`src/hw/rtl/utcl_pkg.sv`:
```
// ----------------------------------------------------------------------------
// utcl_pkg
// shared types, constants and code mapping for the text cursor layout block
// ----------------------------------------------------------------------------
`default_nettype none

package utcl_pkg;

	// field widths
	localparam int BYTE_W    = 8;
	localparam int ADV_W     = 7;
	localparam int POS_W     = 10;
	localparam int CFG_IDX_W = 3;
	localparam int CFG_DAT_W = 10;
	localparam int CP_W      = 11;

	// parameter defaults
	localparam int GLYPH_TABLE_DEPTH_DEF = 256;
	localparam int CURSOR_BITS_DEF       = 10;

	typedef enum logic [1:0] {
		ACT_TEXT = 2'd0,
		ACT_LOAD = 2'd1,
		ACT_SET  = 2'd2,
		ACT_NONE = 2'd3
	} action_t;

	typedef enum logic {
		OP_GLYPH = 1'b0,
		OP_SET   = 1'b1
	} op_t;

	typedef enum logic {
		CMD_DRAW  = 1'b0,
		CMD_CLEAR = 1'b1
	} cmd_kind_t;

	typedef enum logic [2:0] {
		CFG_FIRST_CODE    = 3'd0,
		CFG_LAST_CODE     = 3'd1,
		CFG_LINE_HEIGHT   = 3'd2,
		CFG_LETTER_SPACE  = 3'd3,
		CFG_LINE_SPACE    = 3'd4,
		CFG_SCREEN_WIDTH  = 3'd5,
		CFG_SCREEN_HEIGHT = 3'd6
	} cfg_idx_t;

	typedef struct packed {
		logic [7:0]        first_code;
		logic [7:0]        last_code;
		logic [7:0]        line_height;
		logic signed [3:0] char_gap;
		logic [4:0]        row_gap;
		logic [9:0]        screen_width;
		logic [9:0]        screen_height;
	} cfg_t;

	localparam cfg_t CFG_RESET = '{
		first_code:     8'd32,
		last_code:      8'd255,
		line_height:    8'd16,
		char_gap:       -4'sd3,
		row_gap:        5'd8,
		screen_width:   10'd160,
		screen_height:  10'd128
	};

	// byte classes
	localparam logic [7:0] BYTE_ASCII_LIM = 8'h80;
	localparam logic [7:0] BYTE_NEWLINE   = 8'h0A;
	localparam logic [2:0] BYTE_LEAD_TAG  = 3'b110;
	localparam logic [2:0] BYTE_SOLO_TAG  = 3'b111;
	localparam logic [7:0] FC_SPACE       = 8'h20;

	// code points
	localparam logic [CP_W-1:0] CP_ASCII_LIM = 11'h080;
	localparam logic [CP_W-1:0] CP_SOLO_BASE = 11'h410;
	localparam logic [CP_W-1:0] CP_UP_LO     = 11'h410;
	localparam logic [CP_W-1:0] CP_UP_HI     = 11'h42F;
	localparam logic [CP_W-1:0] CP_LOA_LO    = 11'h430;
	localparam logic [CP_W-1:0] CP_LOA_HI    = 11'h43F;
	localparam logic [CP_W-1:0] CP_LOB_LO    = 11'h440;
	localparam logic [CP_W-1:0] CP_LOB_HI    = 11'h44F;
	localparam logic [CP_W-1:0] CP_UKR_I_UP  = 11'h406;
	localparam logic [CP_W-1:0] CP_UKR_I_LO  = 11'h456;
	localparam logic [CP_W-1:0] CP_UKR_YI_UP = 11'h407;
	localparam logic [CP_W-1:0] CP_UKR_YI_LO = 11'h457;
	localparam logic [CP_W-1:0] CP_UKR_YE_UP = 11'h404;
	localparam logic [CP_W-1:0] CP_UKR_YE_LO = 11'h454;
	localparam logic [CP_W-1:0] CP_UKR_GE_UP = 11'h490;
	localparam logic [CP_W-1:0] CP_UKR_GE_LO = 11'h491;

	// font codes
	localparam logic [7:0] FC_UP       = 8'h90;
	localparam logic [7:0] FC_LOA      = 8'hB0;
	localparam logic [7:0] FC_LOB      = 8'h80;
	localparam logic [7:0] FC_I_UP     = 8'hC4;
	localparam logic [7:0] FC_I_LO     = 8'hC5;
	localparam logic [7:0] FC_YI_UP    = 8'hC6;
	localparam logic [7:0] FC_YI_LO    = 8'hC7;
	localparam logic [7:0] FC_YE_UP    = 8'hC2;
	localparam logic [7:0] FC_YE_LO    = 8'hC3;
	localparam logic [7:0] FC_GE_UP    = 8'hC8;
	localparam logic [7:0] FC_GE_LO    = 8'hC9;

	// decoded glyph or set-cursor on its way to the layout stage
	typedef struct packed {
		op_t              op;
		logic [7:0]       glyph;
		logic             newline;
		logic             in_table;
		logic [POS_W-1:0] set_x;
		logic [POS_W-1:0] set_y;
	} stage_t;

	// up to two commands from one text byte
	typedef struct packed {
		logic             has_clear;
		logic             has_draw;
		logic [7:0]       glyph;
		logic [POS_W-1:0] pos_x;
		logic [POS_W-1:0] pos_y;
	} run_t;

	function automatic logic [7:0] map_code(input logic [CP_W-1:0] u);
		if (u < CP_ASCII_LIM) begin
			return u[7:0];
		end else if (u >= CP_UP_LO && u <= CP_UP_HI) begin
			return FC_UP + 8'(u - CP_UP_LO);
		end else if (u >= CP_LOA_LO && u <= CP_LOA_HI) begin
			return FC_LOA + 8'(u - CP_LOA_LO);
		end else if (u >= CP_LOB_LO && u <= CP_LOB_HI) begin
			return FC_LOB + 8'(u - CP_LOB_LO);
		end else if (u == CP_UKR_I_UP) begin
			return FC_I_UP;
		end else if (u == CP_UKR_I_LO) begin
			return FC_I_LO;
		end else if (u == CP_UKR_YI_UP) begin
			return FC_YI_UP;
		end else if (u == CP_UKR_YI_LO) begin
			return FC_YI_LO;
		end else if (u == CP_UKR_YE_UP) begin
			return FC_YE_UP;
		end else if (u == CP_UKR_YE_LO) begin
			return FC_YE_LO;
		end else if (u == CP_UKR_GE_UP) begin
			return FC_GE_UP;
		end else if (u == CP_UKR_GE_LO) begin
			return FC_GE_LO;
		end else begin
			return FC_SPACE;
		end
	endfunction

endpackage

`default_nettype wire

```
`src/hw/rtl/utcl_outq.sv`:
```
// ----------------------------------------------------------------------------
// utcl_outq
// two-entry command queue that plays each run out as clear, then draw
// ----------------------------------------------------------------------------
`default_nettype none

module utcl_outq import utcl_pkg::*; (
	input  wire logic  clk,
	input  wire logic  arst_n,
	input  wire logic  push,
	input  wire run_t  run,
	output logic       room,
	output logic       out_valid,
	input  wire logic  out_ready,
	output cmd_kind_t  command_kind,
	output logic [7:0] glyph_code,
	output logic [POS_W-1:0] pos_x,
	output logic [POS_W-1:0] pos_y,
	output logic       last_of_run
);

	run_t       entry_q [2];
	logic       wr_q;
	logic       rd_q;
	logic [1:0] count_q;
	logic       phase_q;

	run_t       head;
	logic       show_clear;
	logic       fire;
	logic       pop;

	assign room       = (count_q != 2'd2);
	assign out_valid  = (count_q != 2'd0);
	assign head       = entry_q[rd_q];
	assign show_clear = head.has_clear && !phase_q;

	always_comb begin
		if (show_clear) begin
			command_kind = CMD_CLEAR;
			glyph_code   = '0;
			pos_x        = '0;
			pos_y        = '0;
			last_of_run  = !head.has_draw;
		end else begin
			command_kind = CMD_DRAW;
			glyph_code   = head.glyph;
			pos_x        = head.pos_x;
			pos_y        = head.pos_y;
			last_of_run  = 1'b1;
		end
	end

	assign fire = out_valid && out_ready;
	assign pop  = fire && last_of_run;

	always_ff @(posedge clk) begin
		if (push) begin
			entry_q[wr_q] <= run;
		end
	end

	always_ff @(posedge clk or negedge arst_n) begin
		if (!arst_n) begin
			wr_q    <= 1'b0;
			rd_q    <= 1'b0;
			count_q <= '0;
			phase_q <= 1'b0;
		end else begin
			if (push) begin
				wr_q <= !wr_q;
			end
			if (pop) begin
				rd_q <= !rd_q;
			end
			count_q <= count_q + 2'(push) - 2'(pop);
			// second half of a clear+draw run
			if (fire) begin
				phase_q <= !last_of_run;
			end
		end
	end

endmodule

`default_nettype wire

```
`config.mk`:
```
export PLATFORM = sky130hd
export DESIGN_NAME = utcl_outq
export DESIGN_NICKNAME = d
export VERILOG_FILES = /design/src/hw/rtl/utcl_pkg.sv /design/src/hw/rtl/utcl_outq.sv
export SDC_FILE = /design/constraint.sdc
export NUM_CORES = 1
export LEC_CHECK = 0
export BUFFER_PORTS_ARGS = -buffer_cell sky130_fd_sc_hd__clkbuf_2
export CAP_MARGIN = 20
export CORE_UTILIZATION = 45
export DETAILED_ROUTE_END_ITERATION = 12
export PLACE_DENSITY_LB_ADDON = 0.25
export SLEW_MARGIN = 10
export SYNTH_ARGS = -nofsm -noshare
export SYNTH_HDL_FRONTEND = slang
export SYNTH_SLANG_ARGS = --single-unit
```
`constraint.sdc`:
```
create_clock -name clk -period 6.78 [get_ports clk]
set_input_delay 1.017 -clock clk [delete_from_list [all_inputs] [get_ports clk]]
set_output_delay 1.017 -clock clk [all_outputs]
set_load 0.01 [all_outputs]
```
======== Yosys cells after proc, flatten, opt, wreduce, memory -nomap -nowiden ========
Memory sizes are Yosys's and may differ from the RTL's.
Cells that the tools add are included.
cells by class
  $add $sub $neg .......................... 2
  multiply operators ...................... 0
  divide/modulo/power cells ............... 0
  $lt $le $gt $ge ......................... 0
  equal/unequal tests ..................... 1
  shifts and indexed selects .............. 0
  mux-type cells .......................... 7
  bitwise logic cells ..................... 0
  reduce and logical (&&, ||, !) cells .... 9
operator list
  operator                                     count
  10-bit two-way mux                           2
  8-bit two-way mux                            1
  1-bit zero test                              5
  1-bit two-way mux                            4
  1-bit logical AND                            3
  2-bit by 1-bit adder with 2-bit output       1
  2-bit != test (second input constant)        1
  2-bit nonzero test                           1
  2-bit by 1-bit subtractor with 2-bit output  1
word-level totals
  bits in registers ....................... 5
  bits in latches ......................... 0
  bits in writable memories ............... 60
  memory bits (read-only) ................. 0
  input bits .............................. 34
  output and inout bits ................... 32
  word-level logic and storage cells ...... 24
  memories ................................ 1
memory list
  memory   words  bits a word  read ports  clocked after memory_dff  write ports  RTL line         source
  entry_q  2      30           1           0                         1            utcl_outq.sv:22  run_t entry_q [2];

======== Depth between registers and ports, before layout ========
  depth in word-level cells ............... 5
  depth in mapped cells ................... 9
  gate-level depth less buffers ........... 8

======== Least setup slack after synthesis ========
OpenSTA, ideal clock, no wires.
  path kind ............................... input -> register
  start point ............................. input port push
  end point ............................... memory entry_q[0][0] in the netlist's numbering, enable pin
  setup time .............................. 421 ps
  arrival time ............................ 2,379 ps
  required time ........................... 6,359 ps
  path slack .............................. 3,980 ps
  cell stages on the path ................. 1
  path buffers ............................ 0
  path through ............................ nor2b_1
between the ends
  cells in the longest elaborated chain, start to end .. 2
RTL lines
  item                                     RTL line         source
  start, declared                          utcl_outq.sv:10  input wire logic push,
  1-bit two-way mux                        utcl_outq.sv:58  if (push) begin
  1-bit two-way mux (not written as such)  utcl_outq.sv:59  entry_q[wr_q] <= run;
  end, declared                            utcl_outq.sv:22
No other way between the ends.

======== Worst setup path after layout ========
  start point ............................. register rd_q
  end point ............................... output port pos_y[2]
between the ends
  cells in the longest elaborated chain, start to end .. 3
RTL lines
  item                        RTL line         source
  start, declared             utcl_outq.sv:24  logic rd_q;
  start signal, assigned      utcl_outq.sv:74  rd_q <= !rd_q;
  memory read 2 x 30 bit (*)  n/a
  1-bit logical AND           utcl_outq.sv:36  assign show_clear = head.has_clear && !phase_q;
  10-bit two-way mux (*)      utcl_outq.sv:39  if (show_clear) begin
  end, declared               utcl_outq.sv:18  output logic [POS_W-1:0] pos_y,
Every way passes the cells marked *; elsewhere a longest branch is shown, timed or not.

==> impl_metrics.tcl <==
set metrics [dict create \
    status "complete, no violations" \
    synth-seq-cells 65 \
    vias 1427 \
    grt_max_degree 34 \
    p_comb_frac 0.322 \
    r2r_slack_ps 4350 \
    cts.sinks 65 \
    syn_area_per_cell_um2 16.48 \
    path_cells "mux2i_1 > nor2_2 > buf_8 > nor2_1 > clkbuf_2" \
    routabilityCongestion 0.6779 \
    ctsHoldBuffers 0 \
    ir_drop_mv 0.1871 \
    cp.arrival_ps 2430 \
    p_leak_uw 0.001265 \
    fin_crit_sh 0.5090 \
    yosysUniqueCellTypes 19 \
    die-area_um2 5906 \
    diodes 0 \
    rr_worst_depth 8 \
    wl_um 4068 \
    drt_iter0_markers 66 \
    drtPass1Iterations 4 \
    finalSetupViolCount 0 \
    routed_via_density 4.821 \
    swShare 0.3325 \
    synth_warnings 0 \
    multi_input_area_um2 541.8 \
    cts_tree "done" \
    row_count 26 \
    intPower_uw 844.4 \
    fillers 411 \
    tightest_slew_ps 913.2 \
    relSlewSlack 0.3912 \
    critPathMaxFanout 33 \
    place_hpwl_um 2641 \
    fin_tns_setup_ps 0 \
    cts.clk_slew.worst_paths_ps 70 \
    hold_viol 0 \
    synthTopCellsByArea "edfxtp_1, mux2i_1, dfrtp_1, nor2_1, buf_2" \
    p_sw_uw 420.6 \
    synth_top_area_cell "edfxtp_1" \
    htreeDepth 3 \
    synth_top_area_frac 0.7146 \
    power_uw 1265 \
    final_cell_mix "clkbuf_2, edfxtp_1, mux2i_1" \
    r2r-end "count_q[1]" \
    criticalPathCategory "register to output port" \
    numCtsBuffers 9 \
    core-area_um2 5238 \
    cap_violations 0 \
    antenna_left 0 \
    power_density_nw_per_um2 413.5 \
    place_area_um2 2905 \
    clk_latency_ps 320 \
    hold_class "input port to async pin" \
    pwr-share-clk 0.195 \
    post_drt_wl_per_cell_um 13.74 \
    cp_data_required_time_ps 5760 \
    period_needed_ps 3451 \
    drive_above_1_share 0.3540 \
    skew_ps 9.420 \
    cts_root_buf "clkbuf_8" \
    ctsResizeCount 0 \
    syn_nets 189 \
    synthesis.area_um2 2521 \
    nets 260 \
    port_buffers 65 \
    initial_core_util 0.4814 \
    antenna_found_initial 0 \
    io_pins 66 \
    fin_area_um2 3059 \
    drc 0 \
    final-seq-area_um2 1928 \
    syn_to_final_growth_pct 21.34 \
    grt_overflow 0 \
    finalMaxSlewViolations 0 \
    p_seq_frac 0.482 \
    startpoint_type "register" \
    grt_util_all_layers 0.1515 \
    slowest_delay_ps 970 \
    cts_setup_buffers 0 \
    rsz0062_at_grt "false" \
    timing.rr.start "rd_q" \
    die_y_um 76.85 \
    ys_seq_area_frac 0.7643 \
    maxClockFrequency_mhz 289.8 \
    final_common_cell "clkbuf_2" \
    first_global_vias 1482 \
    post-route-util 0.5841 \
    holdWs_ps 498.8 \
    end_kind "output port" \
    grt_pass1_wl_um 6624 \
    die_width_um 76.85 \
    slowest_stage "dfrtp_2" \
    syn_inst 153 \
    cts_buffer_depth 2 \
]
## metrics by stage
| step | worst slack (ps) | instances |
|---|---|---|
| final | 3329 | 296 |
| after global routing | 3122 | 296 |
| after CTS | 2936 | 295 |
| after detailed placement | 3294 | 282 |
| after global placement | 3343 | 282 |
| after floorplan | 3980 | 153 |
## worst max-delay path: cells and delay by family (launching register included)
family                 cells  cell delay, ps
buffers and inverters      2             370
AND/OR/NAND/NOR            2             570
multiplexers               1             200
flip-flops                 1             970
## per-layer routing
| layer | routed length, um | track usage | share of wire |
|---|---|---|---|
| met1 | 1652 | 0.1606 | 0.41 |
| met2 | 2149 | 0.2688 | 0.53 |
| met3 | 173 | 0.03690 | 0.043 |
| met4 | 93 | 0.09423 | 0.023 |
| met5 | 0 | 0 | 0 |
## cells in the mapped netlist, drive strengths merged
master and instances:
buf 7, a211o 1, xnor2 2, a31oi 1
xor2 1, a21oi 1, a311o 1, dfrtp 5
inv 4, and2 1, o21ai 3, mux2i 29
nor2 29, nor2b 2, or2 1, ha 2
edfxtp 60, nand2 3
## sequential cells by signal, indices dropped and copies added (netlist names)
name	count
count_q	2
wr_q	1
rd_q	1
phase_q	1
entry_q	60
## worst max-delay path by stage
| stage | cells past startpoint | endpoint | startpoint |
|---|---|---|---|
| 3_3_place_gp | 4 | pos_y[2] | rd_q |
| 3_5_place_dp | 4 | pos_x[1] | rd_q |
| 2_1_floorplan | 1 | entry_q[0][0] | push |
| 6_report | 5 | pos_y[2] | rd_q |
| 4_1_cts | 4 | pos_x[1] | rd_q |
| 5_1_grt | 5 | pos_y[5] | rd_q |
## kinds of logic after synthesis
logic type	after synthesis	share of synthesized area
flops	65	0.7643
simple gates	36	0.05757
mux	29	0.1151
buf+inv	11	0.02481
compound gates	7	0.01786
xor+xnor	3	0.01042
fa+ha+maj	2	0.009924
## layout make-up
class                           count  share of cell area
Clock buffer                       10             0.04172
Timing Repair Buffer               67              0.1137
Tap cell                           70             0.02863
Inverter                            4            0.004908
Clock inverter                      3            0.003681
Sequential cell                    65              0.6303
Multi-Input combinational cell     77              0.1771
## power by group through the flow
stage | combinational, uW | clock (uW) | sequential (uW)
floorplan | 310 | 0 | 566
global placement | 401 | 0 | 615
detailed placement | 407 | 0 | 619
CTS | 409 | 252 | 611
global route | 453 | 267 | 622
finish | 408 | 247 | 610
Note: power is estimated with default switching activity, not from simulation.
