File: src/hw/rtl/utcl_pkg.sv
// ----------------------------------------------------------------------------
// utcl_pkg
// shared types, constants and code mapping for the text cursor layout block
// ----------------------------------------------------------------------------
`default_nettype none

package utcl_pkg;

	// field widths
	localparam int BYTE_W    = 8;
	localparam int ADV_W     = 7;
	localparam int POS_W     = 10;
	localparam int CFG_IDX_W = 3;
	localparam int CFG_DAT_W = 10;
	localparam int CP_W      = 11;

	// parameter defaults
	localparam int GLYPH_TABLE_DEPTH_DEF = 256;
	localparam int CURSOR_BITS_DEF       = 10;

	typedef enum logic [1:0] {
		ACT_TEXT = 2'd0,
		ACT_LOAD = 2'd1,
		ACT_SET  = 2'd2,
		ACT_NONE = 2'd3
	} action_t;

	typedef enum logic {
		OP_GLYPH = 1'b0,
		OP_SET   = 1'b1
	} op_t;

	typedef enum logic {
		CMD_DRAW  = 1'b0,
		CMD_CLEAR = 1'b1
	} cmd_kind_t;

	typedef enum logic [2:0] {
		CFG_FIRST_CODE    = 3'd0,
		CFG_LAST_CODE     = 3'd1,
		CFG_LINE_HEIGHT   = 3'd2,
		CFG_LETTER_SPACE  = 3'd3,
		CFG_LINE_SPACE    = 3'd4,
		CFG_SCREEN_WIDTH  = 3'd5,
		CFG_SCREEN_HEIGHT = 3'd6
	} cfg_idx_t;

	typedef struct packed {
		logic [7:0]        first_code;
		logic [7:0]        last_code;
		logic [7:0]        line_height;
		logic signed [3:0] char_gap;
		logic [4:0]        row_gap;
		logic [9:0]        screen_width;
		logic [9:0]        screen_height;
	} cfg_t;

	localparam cfg_t CFG_RESET = '{
		first_code:     8'd32,
		last_code:      8'd255,
		line_height:    8'd16,
		char_gap:       -4'sd3,
		row_gap:        5'd8,
		screen_width:   10'd160,
		screen_height:  10'd128
	};

	// byte classes
	localparam logic [7:0] BYTE_ASCII_LIM = 8'h80;
	localparam logic [7:0] BYTE_NEWLINE   = 8'h0A;
	localparam logic [2:0] BYTE_LEAD_TAG  = 3'b110;
	localparam logic [2:0] BYTE_SOLO_TAG  = 3'b111;
	localparam logic [7:0] FC_SPACE       = 8'h20;

	// code points
	localparam logic [CP_W-1:0] CP_ASCII_LIM = 11'h080;
	localparam logic [CP_W-1:0] CP_SOLO_BASE = 11'h410;
	localparam logic [CP_W-1:0] CP_UP_LO     = 11'h410;
	localparam logic [CP_W-1:0] CP_UP_HI     = 11'h42F;
	localparam logic [CP_W-1:0] CP_LOA_LO    = 11'h430;
	localparam logic [CP_W-1:0] CP_LOA_HI    = 11'h43F;
	localparam logic [CP_W-1:0] CP_LOB_LO    = 11'h440;
	localparam logic [CP_W-1:0] CP_LOB_HI    = 11'h44F;
	localparam logic [CP_W-1:0] CP_UKR_I_UP  = 11'h406;
	localparam logic [CP_W-1:0] CP_UKR_I_LO  = 11'h456;
	localparam logic [CP_W-1:0] CP_UKR_YI_UP = 11'h407;
	localparam logic [CP_W-1:0] CP_UKR_YI_LO = 11'h457;
	localparam logic [CP_W-1:0] CP_UKR_YE_UP = 11'h404;
	localparam logic [CP_W-1:0] CP_UKR_YE_LO = 11'h454;
	localparam logic [CP_W-1:0] CP_UKR_GE_UP = 11'h490;
	localparam logic [CP_W-1:0] CP_UKR_GE_LO = 11'h491;

	// font codes
	localparam logic [7:0] FC_UP       = 8'h90;
	localparam logic [7:0] FC_LOA      = 8'hB0;
	localparam logic [7:0] FC_LOB      = 8'h80;
	localparam logic [7:0] FC_I_UP     = 8'hC4;
	localparam logic [7:0] FC_I_LO     = 8'hC5;
	localparam logic [7:0] FC_YI_UP    = 8'hC6;
	localparam logic [7:0] FC_YI_LO    = 8'hC7;
	localparam logic [7:0] FC_YE_UP    = 8'hC2;
	localparam logic [7:0] FC_YE_LO    = 8'hC3;
	localparam logic [7:0] FC_GE_UP    = 8'hC8;
	localparam logic [7:0] FC_GE_LO    = 8'hC9;

	// decoded glyph or set-cursor on its way to the layout stage
	typedef struct packed {
		op_t              op;
		logic [7:0]       glyph;
		logic             newline;
		logic             in_table;
		logic [POS_W-1:0] set_x;
		logic [POS_W-1:0] set_y;
	} stage_t;

	// up to two commands from one text byte
	typedef struct packed {
		logic             has_clear;
		logic             has_draw;
		logic [7:0]       glyph;
		logic [POS_W-1:0] pos_x;
		logic [POS_W-1:0] pos_y;
	} run_t;

	function automatic logic [7:0] map_code(input logic [CP_W-1:0] u);
		if (u < CP_ASCII_LIM) begin
			return u[7:0];
		end else if (u >= CP_UP_LO && u <= CP_UP_HI) begin
			return FC_UP + 8'(u - CP_UP_LO);
		end else if (u >= CP_LOA_LO && u <= CP_LOA_HI) begin
			return FC_LOA + 8'(u - CP_LOA_LO);
		end else if (u >= CP_LOB_LO && u <= CP_LOB_HI) begin
			return FC_LOB + 8'(u - CP_LOB_LO);
		end else if (u == CP_UKR_I_UP) begin
			return FC_I_UP;
		end else if (u == CP_UKR_I_LO) begin
			return FC_I_LO;
		end else if (u == CP_UKR_YI_UP) begin
			return FC_YI_UP;
		end else if (u == CP_UKR_YI_LO) begin
			return FC_YI_LO;
		end else if (u == CP_UKR_YE_UP) begin
			return FC_YE_UP;
		end else if (u == CP_UKR_YE_LO) begin
			return FC_YE_LO;
		end else if (u == CP_UKR_GE_UP) begin
			return FC_GE_UP;
		end else if (u == CP_UKR_GE_LO) begin
			return FC_GE_LO;
		end else begin
			return FC_SPACE;
		end
	endfunction

endpackage

`default_nettype wire

File: src/hw/rtl/utcl_layout.sv
// ----------------------------------------------------------------------------
// utcl_layout
// cursor state, advance, line wrap and screen overflow
// ----------------------------------------------------------------------------
`default_nettype none

module utcl_layout import utcl_pkg::*; #(
	parameter int CURSOR_BITS = CURSOR_BITS_DEF
) (
	input  wire logic             clk,
	input  wire logic             arst_n,
	input  wire cfg_t             cfg,
	input  wire logic             valid_s1,
	input  wire stage_t           item_s1,
	input  wire logic [ADV_W-1:0] width_s1,
	output logic                  take_s1,
	input  wire logic             room,
	output logic                  push,
	output run_t                  run
);

	// wide enough for every sum before wrapping
	localparam int WIDE = ((CURSOR_BITS > POS_W) ? CURSOR_BITS : POS_W) + 2;

	logic [CURSOR_BITS-1:0] col_q;
	logic [CURSOR_BITS-1:0] row_q;

	logic [ADV_W-1:0]       width;
	logic signed [8:0]      adv_raw;
	logic [7:0]             adv;
	logic [WIDE-1:0]        col_sum;
	logic                   wrap;
	logic [WIDE-1:0]        row_a;
	logic [WIDE-1:0]        row_bot;
	logic                   clear;
	logic [CURSOR_BITS-1:0] row_n;
	logic [CURSOR_BITS-1:0] col_draw;
	logic [CURSOR_BITS-1:0] col_n;
	logic                   draw;
	logic [WIDE-1:0]        col_wide;
	logic [WIDE-1:0]        row_wide;
	logic [WIDE-1:0]        col_next_wide;
	logic [WIDE-1:0]        set_x_wide;
	logic [WIDE-1:0]        set_y_wide;

	assign take_s1 = valid_s1 && room;

	assign width   = item_s1.in_table ? width_s1 : '0;
	assign adv_raw = $signed({2'b00, width}) + 9'(cfg.char_gap);
	assign adv     = (adv_raw < 9'sd1) ? 8'd1 : adv_raw[7:0];

	assign col_sum = WIDE'(col_q) + WIDE'(adv);
	assign wrap    = (col_sum > WIDE'(cfg.screen_width)) || item_s1.newline;
	assign row_a   = wrap ? (WIDE'(row_q) + WIDE'(cfg.line_height) + WIDE'(cfg.row_gap))
	                      : WIDE'(row_q);
	assign row_bot = row_a + WIDE'(cfg.line_height);
	assign clear   = (row_bot > WIDE'(cfg.screen_height));
	assign row_n   = clear ? '0 : row_a[CURSOR_BITS-1:0];

	assign col_draw      = wrap ? '0 : col_q;
	assign draw          = !item_s1.newline;
	assign col_next_wide = WIDE'(col_draw) + WIDE'(adv);
	assign col_n         = draw ? col_next_wide[CURSOR_BITS-1:0] : col_draw;

	assign col_wide   = WIDE'(col_draw);
	assign row_wide   = WIDE'(row_n);
	assign set_x_wide = WIDE'(item_s1.set_x);
	assign set_y_wide = WIDE'(item_s1.set_y);

	always_comb begin
		run.has_clear = clear;
		run.has_draw  = draw;
		run.glyph     = item_s1.glyph;
		run.pos_x     = col_wide[POS_W-1:0];
		run.pos_y     = row_wide[POS_W-1:0];
	end

	assign push = take_s1 && (item_s1.op == OP_GLYPH) && (clear || draw);

	always_ff @(posedge clk or negedge arst_n) begin
		if (!arst_n) begin
			col_q <= '0;
			row_q <= '0;
		end else if (take_s1) begin
			case (item_s1.op)
				OP_SET: begin
					col_q <= set_x_wide[CURSOR_BITS-1:0];
					row_q <= set_y_wide[CURSOR_BITS-1:0];
				end
				OP_GLYPH: begin
					col_q <= col_n;
					row_q <= row_n;
				end
				default: begin
					col_q <= col_q;
					row_q <= row_q;
				end
			endcase
		end
	end

endmodule

`default_nettype wire

File: config.mk
export PLATFORM = sky130hd
export DESIGN_NAME = utcl_layout
export DESIGN_NICKNAME = d
export VERILOG_FILES = /design/src/hw/rtl/utcl_pkg.sv /design/src/hw/rtl/utcl_layout.sv
export SDC_FILE = /design/constraint.sdc
export NUM_CORES = 1
export LEC_CHECK = 0
export BUFFER_PORTS_ARGS = -buffer_cell sky130_fd_sc_hd__buf_2
export CORE_MARGIN = 8
export CORE_UTILIZATION = 45
export CTS_CLUSTER_SIZE = 8
export DETAILED_ROUTE_END_ITERATION = 7
export PLACE_DENSITY_LB_ADDON = 0.3
export SYNTH_ARGS = -nofsm -noshare
export SYNTH_HDL_FRONTEND = slang
export SYNTH_SLANG_ARGS = --single-unit
File: constraint.sdc
create_clock -name clk -period 24.1 [get_ports clk]
set_input_delay 2.41 -clock clk [delete_from_list [all_inputs] [get_ports clk]]
set_output_delay 2.41 -clock clk [all_outputs]
set_load 0.01 [all_outputs]
* Yosys cells after proc, flatten, opt, wreduce, memory -nomap -nowiden *
Cells that the tools add are included.
W data, S select, Z words.

operators by class
  $add $sub $neg = 6
  order comparisons = 3
  mux-type cells = 8
  bitwise operators = 1
  reduce and logical (&&, ||, !) cells = 6

operator list
  kind                  count
  $pmux W10 S2          2
  $mux W10              3
  $add A10 B8 Y11       2
  $add A11 B5 Y12       1
  $add A12 B8 Y12       1
  $gt A12 B10 Y1        1
  $mux W12              1
  $gt A11 B10 Y1        1
  $add A10 B8 Y10       1
  $add A8 B4 Y9         1
  $lt A9 B2 Y1 const B  1
  $mux W8               1
  $mux W7               1
  $logic_and A1 B1 Y1   3
  $logic_or A1 B1 Y1    2
  $logic_not A1 Y1      1
  $not A1 Y1            1

storage, ports and cells
  register bits after elaboration = 20
  output and inout bits = 32
  logic and storage cells = 26

* Depth between registers and ports, before layout *
Gate-level depths: netlist of the first run.

  word-level depth = 12
  depth in mapped cells = 53
  depth with buffers taken out = 50

* Worst setup path before layout of the first run *
OpenSTA, ideal clock, no wires.

  path kind = input port to output port
  start point = input width_s1[0]
  end point = output run[0] (netlist bit)
  arrival = 11403 ps
  required time = 21690 ps
  slack = 10287 ps
  stages on the path = 52
  path buffers = 3
  cells stage by stage = and2_1 ha_1 fa_1 a211oi_1 o21ai_0 xor2_1 nand3_1 nor3_1 nor2_1 nand2_1 inv_1 ha_1 a21o_1 maj3_1 maj3_1 a21o_1 maj3_1 a21oi_1 (+16 left out) fa_1 nor2b_1 o21ai_0 a21boi_0 o21ai_0 nand2b_1 xor2_1 ha_1 a21o_1 a21oi_1 o21ai_0 a21o_1 a21oi_1 nor2_1 a221o_1 buf_2 buf_4 nor2_1

RTL lines
  what             line               text
  start, declared  utcl_layout.sv:15  input wire logic [ADV_W-1:0] width_s1,
  end, declared    utcl_layout.sv:19  output run_t run

* Worst setup path in the final report of the first run *
  start point = input item_s1[20] (netlist bit)
  end point = output push

between the ends
  cells in the longest elaborated chain, start to end = 12

ends and longest elaborated chain
  what                   line               text
  start, declared        utcl_layout.sv:14  input wire stage_t item_s1,
  $mux W7 *              utcl_layout.sv:48  assign width = item_s1.in_table ? width_s1 : '0;
  $add A8 B4 Y9 *        utcl_layout.sv:49  assign adv_raw = $signed({2'b00, width}) + 9'(cfg.char_gap);
  $lt A9 B2 Y1           utcl_layout.sv:50  assign adv = (adv_raw < 9'sd1) ? 8'd1 : adv_raw[7:0];
  $mux W8 *              utcl_layout.sv:50
  $add A10 B8 Y11 *      utcl_layout.sv:52  assign col_sum = WIDE'(col_q) + WIDE'(adv);
  $gt A11 B10 Y1 *       utcl_layout.sv:53  assign wrap = (col_sum > WIDE'(cfg.screen_width)) || item_s1.newline;
  $logic_or A1 B1 Y1 *   utcl_layout.sv:53
  $mux W12 *             utcl_layout.sv:54  assign row_a = wrap ? (WIDE'(row_q) + WIDE'(cfg.line_height) + WIDE'(cfg.row_gap))
  $add A12 B8 Y12 *      utcl_layout.sv:56  assign row_bot = row_a + WIDE'(cfg.line_height);
  $gt A12 B10 Y1 *       utcl_layout.sv:57  assign clear = (row_bot > WIDE'(cfg.screen_height));
  $logic_or A1 B1 Y1 *   utcl_layout.sv:78  assign push = take_s1 && (item_s1.op == OP_GLYPH) && (clear || draw);
  $logic_and A1 B1 Y1 *  utcl_layout.sv:78
  end, declared          utcl_layout.sv:18  output logic push,

Every way passes the cells marked *; elsewhere a longest branch is shown, timed or not.

==> results_dict.tcl, run 1 <==
set metrics [dict create \
    pwr-share-comb 0.858 \
    drive_gt1_frac 0.2033 \
    post_cts_buffers 0 \
    track_usage 0.1846 \
    hp-class "register to register" \
    fmax_mhz 63.82 \
    worstPathArrival_ns 13.26 \
    synthDistinctLibCells 69 \
    area_growth_pct 13.10 \
    hpwl_um 9775 \
    synth.cell_area_sq_um 4089 \
    rows 34 \
    root_buffer "clkbuf_8" \
    synth_area_leaders "ha_1, dfrtp_1, a21oi_1, xnor2_1, fa_1" \
    crit_start "item_s1[20]" \
    synth_top_area_cell "ha_1" \
    relSlewSlack 0.4278 \
    clk_latency_ns 0.27 \
    finalSetupTns_ns 0 \
    grt.overflow.total 0 \
    ir_drop_mv 0.06661 \
    hold_start "row_q[7]" \
    rsz0062_at_grt "no" \
    viasPerCell 5.737 \
    core_region_area_sq_um 8763 \
    finClkSkew_ns 0.009374 \
    path_buf_inv 4 \
    antenna_found_initial 0 \
    num_vias 4062 \
    ant_nets 0 \
    switching_share 0.5402 \
    internal_power_w 0.0003049 \
    r2r-start "col_q[1]" \
    synth_async_sr_flop_share 1.000 \
    start_util 0.4666 \
    syn_inst 529 \
    grt_max_degree 36 \
    dieArea_sq_um 12390 \
    drv_slew 0 \
    pin_count 127 \
    nets 764 \
    htreeDepth 1 \
    cts-hold-fix-buffers 0 \
    power_w 0.0006631 \
    cts_resized 0 \
    p_leak_nw 2.331 \
    synth_top_area_frac 0.1775 \
    synth_fp_nets 692 \
    max-cap-violations 0 \
    dr.pass1.iters 5 \
    clock_power_share 0.052 \
    synth_warnings 0 \
    dp_slack_ns 8.657 \
    busiest_layer "met2" \
    final_hold_viol_count 0 \
    period_needed_ns 15.67 \
    path_class "input pin to primary output" \
    layout_setup_ws_ns 8.432 \
    final_cells 708 \
    ys_ff_latch 20 \
    routed_wl_um 11770 \
    p_switching_w 0.0003582 \
    initialDrtViolationCount 351 \
    place_inst 704 \
    cts_tree "done" \
    setup_viol 0 \
    crit_slowest_cell "a221o_1" \
    n_antenna_cell 0 \
    worst_ep_required_time_ns 21.69 \
    startpoint_type "input pin" \
    path_max_fanout 21 \
    synth_top_cells_by_count "a21oi_1, ha_1, inv_1" \
    clock_path_buffers 2 \
    use_met3 0.04004 \
    grt_pass1_vias 4143 \
    gp_congestion 0.9276 \
    grt_pass1_wl_um 19820 \
    wl_per_cell_um 16.62 \
    cp-end-kind "primary output" \
    synth_flop_cell "dfrtp_1" \
    numClockSinks 20 \
    use_met1 0.2467 \
    tightest_slew_ns 0.8505 \
    critical_path.top_delay_family "compound AO/OA/AOI/OAI gates" \
    portBuffers 94 \
    syn_area_per_cell_sq_um 7.730 \
    yosysSeqAreaShare 0.1224 \
    drc_errors 0 \
    fp.dieH_um 111.3 \
    numCtsBuffers 3 \
    synth_edf_count 0 \
    status "finished, final reports clean" \
    seqPwrFrac 0.090 \
    grt_util_met2 0.3019 \
    clkTransAtPathRegs_ns 0.08 \
    finalCritPeriodShare 0.6501 \
    die_x_um 111.3 \
    critical_path.max_stage_delay_ns 0.64 \
    p_per_area_nw_per_um2 143.4 \
]
## flip-flops by register name (all words and copies together) (netlist names)
signal and flops:
row_q 10, col_q 10
## tightest hold or removal path, cell delays in order, from the launching register on
cell and delay, ns:
dfrtp_1 0.38, nor2_1 0.06, a21oi_1 0.10
## through the flow
stage                     hold slack, ns  area, sq um    util
after floorplan                   0.4773         4089       -
after global placement            0.5342         4553  0.5196
after detailed placement          0.5535         4553  0.5196
after CTS                         0.5697         4624  0.5277
after global routing              0.5931         4624  0.5277
final                             0.5712         4624  0.5277
## cell usage in the layout (no fill, tap or decap), types with 6 or more instances in the layout
cell type  instances
nand2b_1           6
ha_1              58
inv_1             51
dfrtp_1           20
nor3_1             8
or3_1              9
nor2b_1            9
xnor2_1           28
nand3_1           11
and2_1             9
fa_1              10
a21oi_1           58
o21ai_0           19
a21o_1            11
o211ai_1           6
and3_1            10
xor2_1            11
nand2_1           25
nor2_1            45
buf_2             94
## cell families after synthesis
group | Yosys count | synth area share
XOR/XNOR | 39 | 0.08354
flip-flops | 20 | 0.1224
adder cells (fa/ha/maj) | 73 | 0.2390
multiplexers | 3 | 0.007344
buffers and inverters | 80 | 0.08506
AND/OR/NAND/NOR | 158 | 0.2062
AO/OA/AOI/OAI | 156 | 0.2564
## final timing paths
kind	end	slack (ns)	cells after the start
max in group asynchronous	row_q[4]	21.66	1
worst min register to register	row_q[7]	0.57	2
worst max register to register	row_q[8]	15.01	38
worst max-delay path	push	8.43	51
min in group asynchronous	col_q[1]	2.09	1
worst min-delay path	row_q[7]	0.57	2
## area by class of cell
cell class,count,area [sq um]
Clock buffer,3,41.29
Clock inverter,1,30.03
Fill cell,882,4139
Inverter,51,191.4
Multi-Input combinational cell,429,3241
Sequential cell,20,500.5
Tap cell,108,135.1
Timing Repair Buffer,96,485.5
## routing by layer
metal / vias to the layer above / share of wire
met2: 119 / 0.45
li1: 2019 / -
met3: 16 / 0.060
met5: - / 0
met1: 1908 / 0.48
met4: 0 / 0.0086
## power by group through the flow
stage / clock, W / sequential [W] / combinational [W]
2_1_floorplan: 0 / 0.0000525 / 0.000430
3_3_place_gp: 0 / 0.0000594 / 0.000546
3_5_place_dp: 0 / 0.0000602 / 0.000564
4_1_cts: 0.0000349 / 0.0000594 / 0.000569
5_1_grt: 0.0000361 / 0.0000615 / 0.000642
6_report: 0.0000346 / 0.0000599 / 0.000569
Note: power is estimated with default switching activity, not from simulation.
==> inputs of run 2 (changes only) <==
- clock period: 24.1 -> 14.8 ns (I/O delays scaled with it)
==> results_dict.tcl, run 2 (synthesis results as in run 1) <==
set metrics [dict create \
    dieArea_sq_um 12390 \
    critical_path.max_stage_delay_ns 0.49 \
    rsz0062_at_grt "no" \
    drive_gt1_frac 0.2047 \
    wl_met1_um 5505 \
    ir_drop_mv 0.1185 \
    critical_path.top_delay_family "compound AO/OA/AOI/OAI gates" \
    initialDrtViolationCount 253 \
    die_x_um 111.3 \
    path_class "input pin to primary output" \
    portBuffers 94 \
    numCtsBuffers 3 \
    p_per_area_nw_per_um2 234.3 \
    clkTransAtPathRegs_ns 0.08 \
    num_vias 4079 \
    max-cap-violations 0 \
    hp-class "register to register" \
    clk_latency_ns 0.26 \
    post_cts_buffers 0 \
    nets 765 \
    status "finished, final reports clean" \
    route.met3.wl_um 785 \
    worst_ep_required_time_ns 13.32 \
    dr.pass1.iters 5 \
    regToRegEndpoint "row_q[8]" \
    fmax_mhz 72.79 \
    startpoint_type "input pin" \
    finalCritPeriodShare 0.9283 \
    hold_path_end "row_q[5]" \
    hpwl_um 9959 \
    rr_worst_depth 40 \
    hold_path_depth 2 \
    layout_common_cells "buf_2, a21oi_1, ha_1, inv_1, nor2_1" \
    grt_pass1_wl_um 20000 \
    track_usage 0.1865 \
    relSlewSlack 0.3488 \
    multiInputGateArea_sq_um 3241 \
    viasPerCell 5.753 \
    drc_errors 0 \
    htreeDepth 1 \
    start_util 0.4666 \
    fillers 897 \
    clock_path_buffers 2 \
    power_w 0.001085 \
    cts-hold-fix-buffers 0 \
    path_buf_inv 5 \
    r2r-start "col_q[1]" \
    dr.max_layer_used "met4" \
    period_needed_ns 13.74 \
    wl_per_cell_um 16.76 \
    dr_wl_met2_um 5497 \
    finClkSkew_ns 0.006497 \
    biggestRegsByFlops "col_q (10), row_q (10)" \
    grt.overflow.total 0 \
    r2r_setup_slack_ns 5.70 \
    grt_pass1_vias 4207 \
    numClockSinks 20 \
    finalSetupTns_ns 0 \
    fp.dieH_um 111.3 \
    hold_start "row_q[5]" \
    core_region_area_sq_um 8763 \
    cts_tree "done" \
    grt_max_degree 36 \
    layout_setup_ws_ns 1.061 \
    path_max_fanout 15 \
    antenna_found_initial 0 \
    gp_congestion 0.9348 \
    final_cells 709 \
    routed_wl_um 11880 \
    pin_count 127 \
    root_buffer "clkbuf_8" \
    crit_slowest_cell "a221o_1" \
    n_antenna_cell 0 \
    drv_slew 0 \
    holdWs_ns 0.5662 \
    p_leak_nw 2.336 \
    seq_area_sq_um 500.5 \
    place_inst 705 \
    final_common_cell "buf_2" \
    rows 34 \
    cp-end-kind "primary output" \
    setup_viol 0 \
    cts_resized 0 \
    dp_slack_ns 1.118 \
    area_growth_pct 13.28 \
    tightest_slew_ns 0.9679 \
    final_hold_viol_count 0 \
    ant_nets 0 \
    worstPathArrival_ns 12.26 \
]
run 2: how the worst max path moves through the flow:
stage	from	end	slack (ns)	cells past startpoint
global route	item_s1[20]	run[7]	0.24	52
CTS	item_s1[20]	run[7]	1.09	52
floorplan	width_s1[0]	run[0]	2.85	52
global placement	item_s1[20]	run[7]	1.33	52
detailed placement	item_s1[20]	run[7]	1.12	52
finish	item_s1[20]	run[7]	1.06	52
run 2: cell type report:
cell class,count,area share
clock buffers,3,0.008914
clock inverters,1,0.006483
multi-input cells,429,0.6996
inverters,51,0.04133
repair buffers,97,0.1064
flip-flops and latches,20,0.1080
well taps,108,0.02917
run 2: through the flow:
step,utilization,cell area [sq um]
after floorplan,-,4089
after global placement,0.5204,4561
after detailed placement,0.5204,4561
after CTS,0.5286,4632
after global routing,0.5286,4632
final,0.5286,4632
run 2: power breakdown:
part	internal, W	switching, W
clock	0.0000361	0.0000199
sequential	0.0000731	0.0000246
combinational	0.000397	0.000535
total	0.000506	0.000579
run 2: per-layer routing:
metal	vias up	GRT usage
li1	2025	-
met4	0	0.03289
met5	-	0
met3	14	0.04058
met1	1907	0.2448
met2	133	0.3078
run 2: worst reg2reg max path: cells and delay by family, from the launching register on:
| kind | cells | cell delay [ns] |
|---|---|---|
| adder cells (fa/ha/maj) | 7 | 2.33 |
| AO/OA/AOI/OAI | 14 | 2.97 |
| XOR/XNOR | 3 | 0.39 |
| multiplexers | 1 | 0.46 |
| flip-flops | 1 | 0.44 |
| buffers and inverters | 2 | 0.35 |
| AND/OR/NAND/NOR | 13 | 2.12 |
==> inputs of run 3 (changes only) <==
- CORE_UTILIZATION: 45 -> 54
==> results_dict.tcl, run 3 (synthesis results as in run 1) <==
set metrics [dict create \
    numCtsBuffers 3 \
    max-cap-violations 0 \
    post_cts_buffers 0 \
    cp.depth 52 \
    routed_wl_um 11680 \
    drv_slew 0 \
    final_hold_viol_count 0 \
    final_common_cell "buf_2" \
    cp-end-kind "primary output" \
    clk_latency_ns 0.27 \
    layout_common_cells "buf_2, a21oi_1, ha_1, inv_1, nor2_1" \
    relSlewSlack 0.4879 \
    worst_ep_required_time_ns 13.32 \
    root_buffer "clkbuf_8" \
    antenna_found_initial 0 \
    p_per_area_nw_per_um2 231.7 \
    hpwl_um 9679 \
    r2r-start "col_q[1]" \
    ant_nets 0 \
    r2r_setup_slack_ns 5.65 \
    wl_met1_um 5227 \
    numClockSinks 20 \
    grt_pass1_wl_um 18800 \
    ir_drop_mv 0.1588 \
    crit_end "push" \
    core_region_area_sq_um 7292 \
    startpoint_type "input pin" \
    tightest_slew_ns 0.7611 \
    path_max_fanout 21 \
    pwr-share-comb 0.856 \
    start_util 0.5607 \
    pin_count 127 \
    rsz0062_at_grt "no" \
    internal_power_w 0.0004980 \
    grt.overflow.total 0 \
    utilization 0.6328 \
    area_growth_pct 12.85 \
    dr.max_layer_used "met4" \
    clkTransAtPathRegs_ns 0.07 \
    crit_start "item_s1[20]" \
    setup_viol 0 \
    status "finished, final reports clean" \
    clock_power_share 0.052 \
    wl_per_cell_um 16.71 \
    period_needed_ns 13.83 \
    path_class "input pin to primary output" \
    grt_pass1_vias 4088 \
    p_switching_w 0.0005711 \
    initialDrtViolationCount 240 \
    die_x_um 103.0 \
    drc_errors 0 \
    place_inst 695 \
    cts_resized 0 \
    seqPwrFrac 0.091 \
    critical_path.top_delay_family "compound AO/OA/AOI/OAI gates" \
    grt_max_degree 36 \
    gp_congestion 0.9327 \
    viasPerCell 5.876 \
    fp.dieH_um 103.0 \
    biggestRegsByFlops "col_q (10), row_q (10)" \
    critical_path.max_stage_delay_ns 0.54 \
    drive_gt1_frac 0.2050 \
    clock_path_buffers 2 \
    p_leak_nw 2.331 \
    n_antenna_cell 0 \
    htreeDepth 1 \
    fillers 686 \
    finalSetupTns_ns 0 \
    finalCritPeriodShare 0.9342 \
    switching_share 0.5342 \
    portBuffers 94 \
    crit_slowest_cell "nor2_1" \
    nets 764 \
    track_usage 0.2180 \
    finClkSkew_ns 0.005742 \
    rows 31 \
    hp-class "register to register" \
    dr.pass1.iters 5 \
    route.met3.wl_um 893 \
    power_w 0.001069 \
    rr_worst_depth 39 \
    cts-hold-fix-buffers 0 \
    dr_wl_met2_um 5390 \
    worstPathArrival_ns 12.35 \
    num_vias 4107 \
    path_buf_inv 4 \
    final_cells 699 \
    cts_tree "done" \
    dieArea_sq_um 10610 \
    fmax_mhz 72.32 \
    regToRegEndpoint "row_q[8]" \
]
## run 3: stage by stage
stage / hold WS, ns / cell area (sq um) / setup WS [ns]
floorplan: 0.4773 / 4089 / 2.847
global placement: 0.5161 / 4542 / 1.180
detailed placement: 0.5367 / 4542 / 0.9457
CTS: 0.5546 / 4613 / 0.8878
global route: 0.5834 / 4614 / 0.1523
finish: 0.5568 / 4614 / 0.9733
## run 3: area by class of cell
class | count | area, sq um | share of cell area
Multi-Input combinational cell | 429 | 3242 | 0.7025
Sequential cell | 20 | 500.5 | 0.1085
Timing Repair Buffer | 96 | 485.5 | 0.1052
Inverter | 51 | 191.4 | 0.04149
Tap cell | 99 | 123.9 | 0.02684
Clock buffer | 3 | 41.29 | 0.008948
Clock inverter | 1 | 30.03 | 0.006508
## run 3: how the worst min path moves through the flow
| stage | from | depth (start not counted) | slack, ns | end |
|---|---|---|---|---|
| 2_1_floorplan | col_q[7] | 2 | 0.48 | col_q[7] |
| 3_3_place_gp | col_q[7] | 2 | 0.52 | col_q[7] |
| 3_5_place_dp | col_q[6] | 2 | 0.54 | col_q[6] |
| 4_1_cts | col_q[6] | 2 | 0.55 | col_q[6] |
| 5_1_grt | col_q[6] | 2 | 0.58 | col_q[6] |
| 6_report | col_q[6] | 2 | 0.56 | col_q[6] |
## run 3: metal layers
metal / track usage / vias to the layer above
met5: 0 / -
met4: 0.04561 / 0
met3: 0.03714 / 18
met2: 0.3638 / 146
met1: 0.2868 / 1915
li1: - / 2028
## run 3: worst register-to-register path, delay by kind of cell (launching register included)
| family | cells | cell delay, ns |
|---|---|---|
| AO/OA/AOI/OAI | 14 | 3.02 |
| adder cells (fa/ha/maj) | 7 | 2.37 |
| multiplexers | 1 | 0.47 |
| buffers and inverters | 1 | 0.10 |
| AND/OR/NAND/NOR | 13 | 2.31 |
| XOR/XNOR | 3 | 0.41 |
| flip-flops | 1 | 0.44 |
## run 3: power by group through the flow
stage | clock network [W] | logic (W) | registers (W)
after global routing | 0.0000597 | 0.00104 | 0.000102
after detailed placement | 0 | 0.000909 | 0.0000980
after floorplan | 0 | 0.000700 | 0.0000854
final | 0.0000559 | 0.000916 | 0.0000977
after global placement | 0 | 0.000873 | 0.0000969
after CTS | 0.0000568 | 0.000916 | 0.0000972
